`config.mk`:
```
export PLATFORM = sky130hd
export DESIGN_NAME = ethernet_header_field_extractor
export DESIGN_NICKNAME = d
export VERILOG_FILES = /design/src/rtl/ehfe_pkg.sv /design/src/rtl/ethernet_header_field_extractor.sv /design/src/rtl/ehfe_capture.sv /design/src/rtl/ehfe_result.sv
export SDC_FILE = /design/constraint.sdc
export NUM_CORES = 2
export LEC_CHECK = 0
export BUFFER_PORTS_ARGS = -buffer_cell sky130_fd_sc_hd__buf_2
export CAP_MARGIN = 20
export CORE_ASPECT_RATIO = 1.2
export CORE_UTILIZATION = 31
export CTS_BUF_LIST = sky130_fd_sc_hd__clkbuf_8
export CTS_CLUSTER_DIAMETER = 50
export DETAILED_ROUTE_END_ITERATION = 8
export PLACE_DENSITY = 0.46
export SYNTH_ARGS = -nofsm -noshare
export SYNTH_HDL_FRONTEND = slang
export SYNTH_SLANG_ARGS = --single-unit
export TNS_END_PERCENT = 50
```
`constraint.sdc`:
```
create_clock -name aclk -period 30.6 [get_ports aclk]
set_input_delay 1.53 -clock aclk [delete_from_list [all_inputs] [get_ports aclk]]
set_output_delay 1.53 -clock aclk [all_outputs]
set_load 0.01 [all_outputs]
```
`src/rtl/ehfe_pkg.sv`:
```
// ----------------------------------------------------------------------------
// Ethernet header field extractor package
// Shared codes, header constants, the frame record that passes from the
// capture stage to the result stage, and the result item type.
// ----------------------------------------------------------------------------
package ehfe_pkg;

    // Frame kind codes.
    localparam logic [1:0] KIND_OTHER = 2'd0;
    localparam logic [1:0] KIND_IPV4  = 2'd1;
    localparam logic [1:0] KIND_IPV6  = 2'd2;
    localparam logic [1:0] KIND_ARP   = 2'd3;

    // Status codes.
    localparam logic [1:0] STATUS_OK        = 2'd0;
    localparam logic [1:0] STATUS_UNKNOWN   = 2'd1;
    localparam logic [1:0] STATUS_TRUNCATED = 2'd2;

    // Ethertypes.
    localparam logic [15:0] ETYPE_IPV4 = 16'h0800;
    localparam logic [15:0] ETYPE_IPV6 = 16'h86DD;
    localparam logic [15:0] ETYPE_ARP  = 16'h0806;

    // IP protocol numbers of interest.
    localparam logic [7:0] PROTO_ICMP = 8'd1;
    localparam logic [7:0] PROTO_IGMP = 8'd2;
    localparam logic [7:0] PROTO_TCP  = 8'd6;
    localparam logic [7:0] PROTO_UDP  = 8'd17;

    // Offset of the first byte after the Ethernet header.
    localparam int ETH_HDR_BYTES = 14;

    // Stream widths.
    localparam int S_TDATA_W = 8;
    localparam int M_TDATA_W = 408;
    localparam int M_TUSER_W = 4;

    // Everything collected from one frame, handed over at its last byte.
    typedef struct packed {
        logic [15:0] len;
        logic [15:0] ethertype;
        logic [5:0]  ihl_bytes;
        logic [7:0]  proto;
        logic [47:0] dst_mac;
        logic [47:0] src_mac;
        logic [63:0] src_hi;
        logic [63:0] src_lo;
        logic [63:0] dst_hi;
        logic [63:0] dst_lo;
        logic [31:0] ports;
    } frame_rec_t;

    // One result item.
    typedef struct packed {
        logic [1:0]  frame_kind;
        logic [1:0]  status;
        logic [47:0] dest_mac;
        logic [47:0] source_mac;
        logic [63:0] source_ip_high;
        logic [63:0] source_ip_low;
        logic [63:0] dest_ip_high;
        logic [63:0] dest_ip_low;
        logic [15:0] source_port;
        logic [15:0] dest_port;
        logic        ports_valid;
        logic [15:0] frame_length;
    } result_t;

    // Map an ethertype onto a frame kind.
    function automatic logic [1:0] kind_of(input logic [15:0] etype);
        logic [1:0] kind;
        unique case (etype)
            ETYPE_IPV4: kind = KIND_IPV4;
            ETYPE_IPV6: kind = KIND_IPV6;
            ETYPE_ARP:  kind = KIND_ARP;
            default:    kind = KIND_OTHER;
        endcase
        return kind;
    endfunction

endpackage

```
`src/rtl/ethernet_header_field_extractor.sv`:
```
// ----------------------------------------------------------------------------
// Ethernet header field extractor
// Takes an Ethernet frame one byte per item and gives one result item per
// frame with MAC addresses, frame kind, IP addresses, ports and length.
// ----------------------------------------------------------------------------
// The block takes one frame byte per clock with no gaps required, and each
// frame gives exactly one result item on the master side. The path is an
// input register, the capture stage that places each byte by its position in
// the frame, a frame record register and the output register; a frame's
// record can wait behind an unread result while the next frame's bytes keep
// flowing, and input stalls only when a last byte arrives with both the record
// and the output register still full. Frame length counts up to 2^LEN_WIDTH-1
// and then holds.
module ethernet_header_field_extractor #(
    parameter int LEN_WIDTH = 16
) (
    input  logic                            aclk,
    input  logic                            aresetn,
    // s_tdata: data_byte[7:0]
    input  logic [ehfe_pkg::S_TDATA_W-1:0]  s_tdata,
    input  logic                            s_tlast,
    input  logic                            s_tvalid,
    output logic                            s_tready,
    // m_tdata: dest_mac[47:0], source_mac[95:48], source_ip_high[159:96],
    // source_ip_low[223:160], dest_ip_high[287:224], dest_ip_low[351:288],
    // source_port[367:352], dest_port[383:368], ports_valid[384],
    // frame_length[400:385], zero fill[407:401]
    output logic [ehfe_pkg::M_TDATA_W-1:0]  m_tdata,
    // m_tuser: frame_kind[1:0], status[3:2]
    output logic [ehfe_pkg::M_TUSER_W-1:0]  m_tuser,
    output logic                            m_tvalid,
    input  logic                            m_tready
);
    import ehfe_pkg::*;

    logic       in_valid_reg, in_valid_next;
    logic [7:0] in_byte_reg;
    logic       in_last_reg;
    logic       in_take;
    logic       s_accept;
    logic       rec_valid, rec_pop;
    frame_rec_t rec;
    result_t    out_item;

    // Input register: refills in the same cycle it drains.
    assign s_tready      = !in_valid_reg || in_take;
    assign s_accept      = s_tvalid && s_tready;
    assign in_valid_next = s_accept ? 1'b1 : (in_take ? 1'b0 : in_valid_reg);

    always_ff @(posedge aclk) begin
        if (!aresetn) begin
            in_valid_reg <= 1'b0;
        end else begin
            in_valid_reg <= in_valid_next;
        end
    end

    always_ff @(posedge aclk) begin
        if (s_accept) begin
            in_byte_reg <= s_tdata;
            in_last_reg <= s_tlast;
        end
    end

    // Byte placement and frame record.
    ehfe_capture #(
        .LEN_WIDTH (LEN_WIDTH)
    ) u_capture (
        .aclk      (aclk),
        .aresetn   (aresetn),
        .in_valid  (in_valid_reg),
        .in_byte   (in_byte_reg),
        .in_last   (in_last_reg),
        .in_take   (in_take),
        .rec_valid (rec_valid),
        .rec       (rec),
        .rec_pop   (rec_pop)
    );

    // Classification and output register.
    ehfe_result u_result (
        .aclk      (aclk),
        .aresetn   (aresetn),
        .rec_valid (rec_valid),
        .rec       (rec),
        .rec_pop   (rec_pop),
        .out_valid (m_tvalid),
        .out_item  (out_item),
        .out_ready (m_tready)
    );

    // Pack the result item onto the master side.
    assign m_tuser = {out_item.status, out_item.frame_kind};
    assign m_tdata = {7'd0,
                      out_item.frame_length,
                      out_item.ports_valid,
                      out_item.dest_port,
                      out_item.source_port,
                      out_item.dest_ip_low,
                      out_item.dest_ip_high,
                      out_item.source_ip_low,
                      out_item.source_ip_high,
                      out_item.source_mac,
                      out_item.dest_mac};

endmodule

```
`src/rtl/ehfe_capture.sv`:
```
// ----------------------------------------------------------------------------
// Ethernet header field extractor: capture stage
// Counts bytes of the current frame and drops each byte into its header field
// by position compare. At the last byte the collected fields move into a
// frame record register and the accumulators clear for the next frame.
// ----------------------------------------------------------------------------
module ehfe_capture #(
    parameter int LEN_WIDTH = 16
) (
    input  logic                aclk,
    input  logic                aresetn,
    input  logic                in_valid,
    input  logic [7:0]          in_byte,
    input  logic                in_last,
    output logic                in_take,
    output logic                rec_valid,
    output ehfe_pkg::frame_rec_t rec,
    input  logic                rec_pop
);
    import ehfe_pkg::*;

    localparam logic [LEN_WIDTH-1:0] LEN_MAX  = '1;
    localparam logic [LEN_WIDTH-1:0] POS_HDR  = LEN_WIDTH'(ETH_HDR_BYTES);
    localparam logic [LEN_WIDTH-1:0] POS_IHL  = LEN_WIDTH'(14);
    localparam logic [LEN_WIDTH-1:0] POS_P4   = LEN_WIDTH'(23);
    localparam logic [LEN_WIDTH-1:0] POS_P6   = LEN_WIDTH'(20);

    logic [LEN_WIDTH-1:0] count_reg, count_next, count_inc;
    logic [47:0]          dst_mac_reg, dst_mac_next;
    logic [47:0]          src_mac_reg, src_mac_next;
    logic [15:0]          ethertype_reg, ethertype_next;
    logic [5:0]           ihl_reg, ihl_next;
    logic [7:0]           proto_reg, proto_next;
    logic [63:0]          src_hi_reg, src_hi_next;
    logic [63:0]          src_lo_reg, src_lo_next;
    logic [63:0]          dst_hi_reg, dst_hi_next;
    logic [63:0]          dst_lo_reg, dst_lo_next;
    logic [31:0]          ports_reg, ports_next;
    logic                 rec_valid_reg, rec_valid_next;
    frame_rec_t           rec_reg;

    logic [LEN_WIDTH-1:0] pos;
    logic                 in_payload;
    logic                 is_v4, is_v6, is_arp;
    logic [5:0]           hdr;
    logic [6:0]           l4_start;
    logic [LEN_WIDTH-1:0] l4_pos, port_off;
    logic                 port_hit;

    // A last byte may only enter once the record register has room.
    assign in_take = in_valid && (!in_last || !rec_valid_reg || rec_pop);

    // Saturating byte counter.
    assign pos       = count_reg;
    assign count_inc = (count_reg == LEN_MAX) ? count_reg : count_reg + 1'b1;

    // Frame kind as seen from the ethertype collected so far.
    assign in_payload = (pos >= POS_HDR);
    assign is_v4      = in_payload && (ethertype_reg == ETYPE_IPV4);
    assign is_v6      = in_payload && (ethertype_reg == ETYPE_IPV6);
    assign is_arp     = in_payload && (ethertype_reg == ETYPE_ARP);

    // IPv4 layer-4 offset: the IHL byte itself counts at its own position.
    assign hdr      = (pos == POS_IHL) ? {in_byte[3:0], 2'b00} : ihl_reg;
    assign l4_start = 7'(ETH_HDR_BYTES) + {1'b0, hdr};
    assign l4_pos   = {{(LEN_WIDTH-7){1'b0}}, l4_start};
    assign port_off = pos - l4_pos;
    assign port_hit = (pos >= l4_pos) && (port_off < LEN_WIDTH'(4));

    // Byte placement by position.
    always_comb begin
        dst_mac_next   = dst_mac_reg;
        src_mac_next   = src_mac_reg;
        ethertype_next = ethertype_reg;
        ihl_next       = ihl_reg;
        proto_next     = proto_reg;
        src_hi_next    = src_hi_reg;
        src_lo_next    = src_lo_reg;
        dst_hi_next    = dst_hi_reg;
        dst_lo_next    = dst_lo_reg;
        ports_next     = ports_reg;

        // Ethernet header.
        for (int k = 0; k < 6; k++) begin
            if (pos == LEN_WIDTH'(5 - k)) dst_mac_next[8*k +: 8] = in_byte;
            if (pos == LEN_WIDTH'(11 - k)) src_mac_next[8*k +: 8] = in_byte;
        end
        for (int k = 0; k < 2; k++) begin
            if (pos == LEN_WIDTH'(13 - k)) ethertype_next[8*k +: 8] = in_byte;
        end

        // IPv4 header and layer-4 ports.
        if (is_v4) begin
            if (pos == POS_IHL) ihl_next = hdr;
            if (pos == POS_P4) proto_next = in_byte;
            for (int k = 0; k < 4; k++) begin
                if (pos == LEN_WIDTH'(29 - k)) src_lo_next[8*k +: 8] = in_byte;
                if (pos == LEN_WIDTH'(33 - k)) dst_lo_next[8*k +: 8] = in_byte;
            end
            if (port_hit) ports_next[8*(3 - port_off[1:0]) +: 8] = in_byte;
        end

        // IPv6 header and layer-4 ports.
        if (is_v6) begin
            if (pos == POS_P6) proto_next = in_byte;
            for (int k = 0; k < 8; k++) begin
                if (pos == LEN_WIDTH'(29 - k)) src_hi_next[8*k +: 8] = in_byte;
                if (pos == LEN_WIDTH'(37 - k)) src_lo_next[8*k +: 8] = in_byte;
                if (pos == LEN_WIDTH'(45 - k)) dst_hi_next[8*k +: 8] = in_byte;
                if (pos == LEN_WIDTH'(53 - k)) dst_lo_next[8*k +: 8] = in_byte;
            end
            for (int k = 0; k < 4; k++) begin
                if (pos == LEN_WIDTH'(57 - k)) ports_next[8*k +: 8] = in_byte;
            end
        end

        // ARP sender/target MACs replace the Ethernet MACs; their IPs fill src_lo/dst_lo.
        if (is_arp) begin
            for (int k = 0; k < 6; k++) begin
                if (pos == LEN_WIDTH'(27 - k)) src_mac_next[8*k +: 8] = in_byte;
                if (pos == LEN_WIDTH'(37 - k)) dst_mac_next[8*k +: 8] = in_byte;
            end
            for (int k = 0; k < 4; k++) begin
                if (pos == LEN_WIDTH'(31 - k)) src_lo_next[8*k +: 8] = in_byte;
                if (pos == LEN_WIDTH'(41 - k)) dst_lo_next[8*k +: 8] = in_byte;
            end
        end

        count_next = count_inc;
    end

    // The record register fills on a last byte and empties toward the output.
    assign rec_valid_next = (in_take && in_last) ? 1'b1 :
                            (rec_pop ? 1'b0 : rec_valid_reg);

    // Accumulators: updated per byte, cleared after each frame.
    always_ff @(posedge aclk) begin
        if (!aresetn) begin
            count_reg     <= '0;
            dst_mac_reg   <= '0;
            src_mac_reg   <= '0;
            ethertype_reg <= '0;
            ihl_reg       <= '0;
            proto_reg     <= '0;
            src_hi_reg    <= '0;
            src_lo_reg    <= '0;
            dst_hi_reg    <= '0;
            dst_lo_reg    <= '0;
            ports_reg     <= '0;
            rec_valid_reg <= 1'b0;
        end else begin
            rec_valid_reg <= rec_valid_next;
            if (in_take) begin
                if (in_last) begin
                    count_reg     <= '0;
                    dst_mac_reg   <= '0;
                    src_mac_reg   <= '0;
                    ethertype_reg <= '0;
                    ihl_reg       <= '0;
                    proto_reg     <= '0;
                    src_hi_reg    <= '0;
                    src_lo_reg    <= '0;
                    dst_hi_reg    <= '0;
                    dst_lo_reg    <= '0;
                    ports_reg     <= '0;
                end else begin
                    count_reg     <= count_next;
                    dst_mac_reg   <= dst_mac_next;
                    src_mac_reg   <= src_mac_next;
                    ethertype_reg <= ethertype_next;
                    ihl_reg       <= ihl_next;
                    proto_reg     <= proto_next;
                    src_hi_reg    <= src_hi_next;
                    src_lo_reg    <= src_lo_next;
                    dst_hi_reg    <= dst_hi_next;
                    dst_lo_reg    <= dst_lo_next;
                    ports_reg     <= ports_next;
                end
            end
        end
    end

    // Frame record, loaded with the fields that include the last byte.
    always_ff @(posedge aclk) begin
        if (in_take && in_last) begin
            rec_reg.len       <= 16'(count_next);
            rec_reg.ethertype <= ethertype_next;
            rec_reg.ihl_bytes <= ihl_next;
            rec_reg.proto     <= proto_next;
            rec_reg.dst_mac   <= dst_mac_next;
            rec_reg.src_mac   <= src_mac_next;
            rec_reg.src_hi    <= src_hi_next;
            rec_reg.src_lo    <= src_lo_next;
            rec_reg.dst_hi    <= dst_hi_next;
            rec_reg.dst_lo    <= dst_lo_next;
            rec_reg.ports     <= ports_next;
        end
    end

    assign rec_valid = rec_valid_reg;
    assign rec       = rec_reg;

endmodule

```
`src/rtl/ehfe_result.sv`:
```
// ----------------------------------------------------------------------------
// Ethernet header field extractor: result stage
// Classifies a finished frame record (kind, truncation, protocol check),
// masks the fields that do not apply and holds the result item in the output
// register until the sink takes it.
// ----------------------------------------------------------------------------
module ehfe_result (
    input  logic                 aclk,
    input  logic                 aresetn,
    input  logic                 rec_valid,
    input  ehfe_pkg::frame_rec_t rec,
    output logic                 rec_pop,
    output logic                 out_valid,
    output ehfe_pkg::result_t    out_item,
    input  logic                 out_ready
);
    import ehfe_pkg::*;

    logic       out_valid_reg, out_valid_next;
    result_t    out_reg, res;
    logic [1:0] kind, status;
    logic       l4ok, known;
    logic [6:0] need, ihl_end;
    logic       pv;

    // The record moves on when the output register is empty or being read.
    assign rec_pop = rec_valid && (!out_valid_reg || out_ready);

    // Classification of the frame.
    always_comb begin
        kind    = (rec.len < 16'(ETH_HDR_BYTES)) ? KIND_OTHER : kind_of(rec.ethertype);
        l4ok    = (rec.proto == PROTO_TCP) || (rec.proto == PROTO_UDP);
        known   = l4ok || (rec.proto == PROTO_ICMP) || (rec.proto == PROTO_IGMP);
        ihl_end = 7'(ETH_HDR_BYTES + 4) + {1'b0, rec.ihl_bytes};
        status  = STATUS_OK;
        need    = 7'(ETH_HDR_BYTES);
        unique case (kind)
            KIND_IPV4: begin
                need = 7'd34;
                if (l4ok && (ihl_end > 7'd34)) need = ihl_end;
                if (!known) status = STATUS_UNKNOWN;
            end
            KIND_IPV6: begin
                need = l4ok ? 7'd58 : 7'd54;
            end
            KIND_ARP: begin
                need = 7'd42;
            end
            default: begin
                need = 7'(ETH_HDR_BYTES);
            end
        endcase
        if (rec.len < {9'b0, need}) status = STATUS_TRUNCATED;
        pv = ((kind == KIND_IPV4) || (kind == KIND_IPV6)) && l4ok && (status == STATUS_OK);

        res.frame_kind     = kind;
        res.status         = status;
        res.dest_mac       = rec.dst_mac;
        res.source_mac     = rec.src_mac;
        res.source_ip_high = (kind == KIND_OTHER) ? 64'd0 : rec.src_hi;
        res.source_ip_low  = (kind == KIND_OTHER) ? 64'd0 : rec.src_lo;
        res.dest_ip_high   = (kind == KIND_OTHER) ? 64'd0 : rec.dst_hi;
        res.dest_ip_low    = (kind == KIND_OTHER) ? 64'd0 : rec.dst_lo;
        res.source_port    = pv ? rec.ports[31:16] : 16'd0;
        res.dest_port      = pv ? rec.ports[15:0] : 16'd0;
        res.ports_valid    = pv;
        res.frame_length   = rec.len;
    end

    assign out_valid_next = rec_pop ? 1'b1 : (out_ready ? 1'b0 : out_valid_reg);

    // Output valid flag.
    always_ff @(posedge aclk) begin
        if (!aresetn) begin
            out_valid_reg <= 1'b0;
        end else begin
            out_valid_reg <= out_valid_next;
        end
    end

    // Output payload.
    always_ff @(posedge aclk) begin
        if (rec_pop) begin
            out_reg <= res;
        end
    end

    assign out_valid = out_valid_reg;
    assign out_item  = out_reg;

endmodule

```
After elaboration in Yosys (flattened, before gate mapping)
Cells that the tools add are included.

word-level totals
  register bits = 1277
  output and inout bits = 414

operators by class
  muxes and demuxes = 125
  $add $sub $neg = 6
  order comparisons = 6
  reduce and logical (&&, ||, !) cells = 29
  eq/ne operators = 65
  shift operators = 2

operator list
  operator                                                                               count
  8-bit 2-to-1 mux                                                                       83
  64-bit 2-to-1 mux                                                                      8
  16-bit by 6-bit == test with 1-bit output (second input constant)                      26
  32-bit 2-to-1 mux                                                                      8
  48-bit 2-to-1 mux                                                                      4
  16-bit by 5-bit == test with 1-bit output (second input constant)                      11
  16-bit by 4-bit == test with 1-bit output (second input constant)                      7
  16-bit by 12-bit == test with 1-bit output (second input constant)                     4
  16-bit by 3-bit == test with 1-bit output (second input constant)                      4
  16-bit == test (second input constant)                                                 3
  16-bit 2-to-1 mux                                                                      3
  32-bit negator with 34-bit output                                                      1
  8-bit by 34-bit variable shift with 32-bit output (first input constant)               1
  8-bit by 34-bit variable part select with 32-bit output                                1
  32-bit bitwise mux                                                                     1
  16-bit by 2-bit == test with 1-bit output (second input constant)                      2
  6-bit 2-to-1 mux                                                                       4
  7-bit one-hot mux with 3 select lines                                                  1
  16-bit by 1-bit adder with 16-bit output (second input constant)                       1
  16-bit by 1-bit == test with 1-bit output (second input constant)                      1
  16-bit by 4-bit greater-or-equal comparator with 1-bit output (second input constant)  1
  16-bit by 7-bit greater-or-equal comparator with 1-bit output                          1
  16-bit zero test                                                                       1
  16-bit by 3-bit < comparator with 1-bit output (second input constant)                 1
  23 further kinds                                                                       55

Longest topological paths before layout
  depth after elaboration = 13
  gate-level depth with buffers = 20

Cells and area by module
A second synthesis with hierarchy kept.

unflattened totals
  cells, all modules = 3519
  area, all modules = 49850.3 um2

by module, submodules not included
  module                           cells an instance  area an instance (um2)  instances  seq. area each (um2)
  ehfe_capture                     2682               34627.0                 1          21540.7
  ehfe_result                      815                14839.2                 1          12181.7
  ethernet_header_field_extractor  22                 384.1                   1          290.3

Least setup slack after synthesis
OpenSTA, ideal clock, no wires.

  kind = input port to flip-flop
  start = in m_tready
  end = reg u_result.out_reg (netlist bit u_result.out_item[0]), enable pin
  stages = 2
  arrival = 30669 ps
  required time = 28807 ps
  buffers on the path = 0
  path slack = -1862 ps
  cell sequence = inv_1 > a21boi_0

on the way
  cells in the longest elaborated chain, start to end = 2

ends and longest elaborated chain
  element               line                                   text
  start, declared       ethernet_header_field_extractor.sv:32  input logic m_tready
  1-bit logical OR      ehfe_result.sv:27                      assign rec_pop = rec_valid && (!out_valid_reg || out_ready);
  1-bit logical AND     ehfe_result.sv:27
  net rec_pop           ethernet_header_field_extractor.sv:41  logic rec_valid, rec_pop;
  end signal, assigned  ehfe_result.sv:84                      out_reg <= res;
  end, declared         ehfe_result.sv:20                      result_t out_reg, res;

The timed path passes the listed nets, and every way through them passes these cells.
A chain may end at the register's enable or synchronous reset.

Final worst setup path
  start = reg u_capture.count_reg[11]
  end = reg u_capture.rec_reg (netlist bit u_capture.rec[12]), data pin

on the way
  cells in the longest elaborated chain, start to end = 12

ends and longest elaborated chain
  element                                                                                                                       line                 text
  start, declared                                                                                                               ehfe_capture.sv:28   logic [LEN_WIDTH-1:0] count_reg, count_next, count_inc;
  start signal, assigned                                                                                                        ehfe_capture.sv:167  count_reg <= count_next;
  16-bit by 4-bit == test with 1-bit output                                                                                     ehfe_capture.sv:64   assign hdr = (pos == POS_IHL) ? {in_byte[3:0], 2'b00} : ihl_reg;
  6-bit 2-to-1 mux                                                                                                              ehfe_capture.sv:64
  4-bit by 6-bit adder with 7-bit output                                                                                        ehfe_capture.sv:65   assign l4_start = 7'(ETH_HDR_BYTES) + {1'b0, hdr};
  16-bit by 7-bit subtractor with 16-bit output                                                                                 ehfe_capture.sv:67   assign port_off = pos - l4_pos;
  2-bit by 2-bit subtractor with 3-bit output                                                                                   ehfe_capture.sv:100  if (port_hit) ports_next[8*(3 - port_off[1:0]) +: 8] = in_byte;
  32-bit negator with 34-bit output                                                                                             ehfe_capture.sv:100
  8-bit by 34-bit variable part select with 32-bit output or 8-bit by 34-bit variable shift with 32-bit output (tied branches)  ehfe_capture.sv:100
  32-bit bitwise mux                                                                                                            ehfe_capture.sv:100
  32-bit 2-to-1 mux                                                                                                             ehfe_capture.sv:100
  32-bit 2-to-1 mux                                                                                                             ehfe_capture.sv:93   if (is_v4) begin
  8-bit 2-to-1 mux                                                                                                              ehfe_capture.sv:113  if (pos == LEN_WIDTH'(57 - k)) ports_next[8*k +: 8] = in_byte;
  32-bit 2-to-1 mux (*)                                                                                                         ehfe_capture.sv:104  if (is_v6) begin
  net u_capture.ports_next[12]                                                                                                  ehfe_capture.sv:38   logic [31:0] ports_reg, ports_next;
  end, declared                                                                                                                 ehfe_capture.sv:40   frame_rec_t rec_reg;

The timed path passes the listed nets; every way through them passes the cells marked *.

==> impl_metrics.json <==
{
  "fin_worst_skew_ps": 57.8,
  "synth_top_family_by_area": "compound AO/OA/AOI/OAI gates",
  "switchingPower_uw": 826,
  "ant_nets": 0,
  "synthTopCellsByArea": "edfxtp_1, dfxtp_1, mux2_2",
  "finish.net_count": 4091,
  "port_buffers": 419,
  "initial_core_util_pct": 31.3,
  "p_seq_share_pct": 54.4,
  "gp_congestion": 0.861,
  "worstMarginPinSlew_ps": 1130,
  "fillers": 15400,
  "cts_root_buf": "clkbuf_8",
  "route.detailed.drc": 0,
  "synthAdderAreaFrac_pct": 0.756,
  "yosys_warnings": 0,
  "setup-violations-final": 0,
  "area_growth_pct": 17.1,
  "synth_top_area_share_pct": 51.7,
  "synthCells": 3603,
  "cts_buffers": 207,
  "finalCriticalPeriod_ps": 5520,
  "synth-seq-cells": 1277,
  "cts_tree": "yes",
  "synth.most_common_cell": "edfxtp_1",
  "cts_sinks": 1277,
  "p_leak_uw": 0.0202,
  "dp_hpwl_mm": 93.4,
  "ys_async_sr_fraction_pct": 0,
  "comb_power_share_pct": 3.6,
  "wl_per_cell_um": 24.1,
  "final_cell_area_mm2": 0.0574,
  "yosys.area_share.simple_pct": 10.5,
  "cts_resized": 0,
  "fin_setup_tns_ps": 0,
  "grt_pass1_vias": 31200,
  "synthDistinctLibCells": 85,
  "avgViaCountPerCell": 4.95,
  "place_area_mm2": 0.0533,
  "synth_compound_area_share_pct": 11.4,
  "synth_common_cells": "edfxtp_1, dfxtp_1, nand2_1, nor2b_1, mux2_2",
  "synthXorXnorAreaFrac_pct": 0.375,
  "num_vias": 31300,
  "rows": 159,
  "die_h_um": 437,
  "rsz0062_at_grt": "no",
  "hold_buffers": 0,
  "powerDensity_mw_per_mm2": 59.6,
  "antenna_found_initial": 12,
  "synth_top_area_cell": "edfxtp_1",
  "routed_wl_mm": 153,
  "largest_reg_flops": 430,
  "grt_usage_pct": 18.7,
  "required_ps": 31260,
  "grt_pass1_wl_mm": 218,
  "criticalPathCategory": "reg2reg",
  "ctsHtreeMaxLevel": 4,
  "p_sw_share_pct": 24.2,
  "clock_latency_ps": 940,
  "drv_cap": 0,
  "outcome": "finished clean",
  "drv_slew": 0,
  "cts_setup_buffers": 0,
  "hold_class": "reg2reg",
  "p_int_uw": 2590,
  "coreArea_mm2": 0.157,
  "grt_max_degree": 158,
  "vdd_drop_max_mv": 0.0416,
  "synth_seq_area_share_pct": 69.4,
  "path_clk_slew_ps": 60,
  "muxShareOfSynthArea_pct": 5.28,
  "yosys_most_used_dff": "edfxtp_1",
  "fmax_mhz": 181,
  "arrival_ps": 6180,
  "path_max_fanout": 19,
  "hold_viol_final": 0,
  "clock_path_buffers": 3,
  "syn_avg_cell_area_um2": 13.6,
  "io_pins": 427,
  "drt_first_pass_iters": 5,
  "fin_crit_sh_pct": 18.0,
  "slew_headroom_pct": 24.6,
  "multi_input_area_mm2": 0.0140,
  "die-area_mm2": 0.160,
  "drive_above_1_share_pct": 24.8,
  "register_area_mm2": 0.0340,
  "synth_edf_count": 844,
  "die_w_um": 365,
  "drt_iter0_drc": 2565,
  "crit_path_end_kind": "register",
  "power.total_uw": 3420,
  "p_clk_share_pct": 42.0,
  "synth_area_mm2": 0.0490,
  "grt-ovfl-total": 0,
  "start_kind": "register"
}
power groups by stage:
stage	Sequential [uW]	Clock, uW	Combinational, uW
6_report	1860	1430	123
5_1_grt	1860	1560	131
4_1_cts	1860	1490	126
3_5_place_dp	1900	0	126
3_3_place_gp	1900	0	126
2_1_floorplan	1920	0	52.1
through the flow:
| stage | hold slack, ps | utilization, % | setup WS [ps] | instances |
|---|---|---|---|---|
| finish | 382 | 36.6 | 25080 | 6328 |
| CTS | 376 | 36.6 | 25170 | 6324 |
| global placement | 404 | 34.0 | 24670 | 5931 |
| floorplan | 400 | - | 8830 | 3609 |
| global route | 380 | 36.6 | 24730 | 6326 |
| detailed placement | 406 | 34.0 | 24610 | 5932 |
cell usage in the layout, fill, tap and decap left out, drive strengths merged, types with 8 or more instances in the layout:
| cell | Yosys | routed |
|---|---|---|
| edfxtp | 844 | 844 |
| buf | 42 | 474 |
| dfxtp | 433 | 433 |
| nand2 | 276 | 276 |
| nor2b | 260 | 260 |
| clkbuf | 201 | 236 |
| nor2 | 229 | 229 |
| mux2 | 228 | 228 |
| o21ai | 208 | 208 |
| a22o | 138 | 138 |
| inv | 31 | 138 |
| a22oi | 132 | 132 |
| a32o | 73 | 73 |
| nand3 | 71 | 71 |
| a21oi | 62 | 62 |
| clkinv | 0 | 43 |
| and2 | 42 | 42 |
| o2bb2ai | 40 | 40 |
| nor3 | 29 | 29 |
| ha | 28 | 28 |
| nand4 | 26 | 26 |
| o22ai | 25 | 25 |
| and3 | 16 | 16 |
| nor4 | 13 | 13 |
| xnor2 | 12 | 12 |
| a21o | 12 | 12 |
| or3 | 11 | 11 |
| o31ai | 10 | 10 |
| xor2 | 9 | 9 |
| nand2b | 9 | 9 |
| a32oi | 9 | 9 |
| a31oi | 8 | 8 |
per-layer routing:
metal	track usage [%]	vias to the layer above	routed length (um)
met5	0	-	9
met4	7.56	2	5360
met3	3.26	265	7460
met2	30.0	1010	71600
met1	25.0	15700	68100
li1	-	14400	-
final timing paths:
check | from | to | cells after the start | slack [ps]
setup / recovery | u_capture.count_reg[11] | u_capture.rec[12] | 14 | 25080
hold / removal | u_capture.rec[305] | u_result.out_item[322] | 0 | 380
setup reg to reg | u_capture.count_reg[11] | u_capture.rec[12] | 14 | 25080
hold reg to reg | u_capture.rec[305] | u_result.out_item[322] | 0 | 380
critical path: stages, from the launching register on:
cell       delay [ps]
dfxtp_1           370
nor4_2            410
and3_1            680
nand3_1           450
or3_1             470
o31ai_1           120
nand2_1           110
ha_1              390
nand2_1           120
a211o_1           300
a21oi_1           340
o2111ai_4         220
nor4b_1           740
nor2_1            330
o2bb2ai_1         220
cell type report:
type | instances | share of cell area, %
Inverter | 31 | 0.225
Multi-Input combinational cell | 2058 | 24.4
Antenna cell | 3 | 0.0131
Sequential cell | 1277 | 59.3
Tap cell | 2093 | 4.56
Timing Repair Buffer | 474 | 4.44
Clock inverter | 156 | 1.37
Clock buffer | 236 | 5.66
cells by family (layout without fill, tap and decap cells):
family	after synthesis	after routing
adders and majority gates	29	29
and+or+nand+nor	1007	1007
buffers and inverters	274	897
xor gates and xnor gates	21	21
DFF	1277	1277
AOI/OAI and AO/OA	764	764
muxes	230	230
other	1	10
Power figures use the tool's default switching activity.
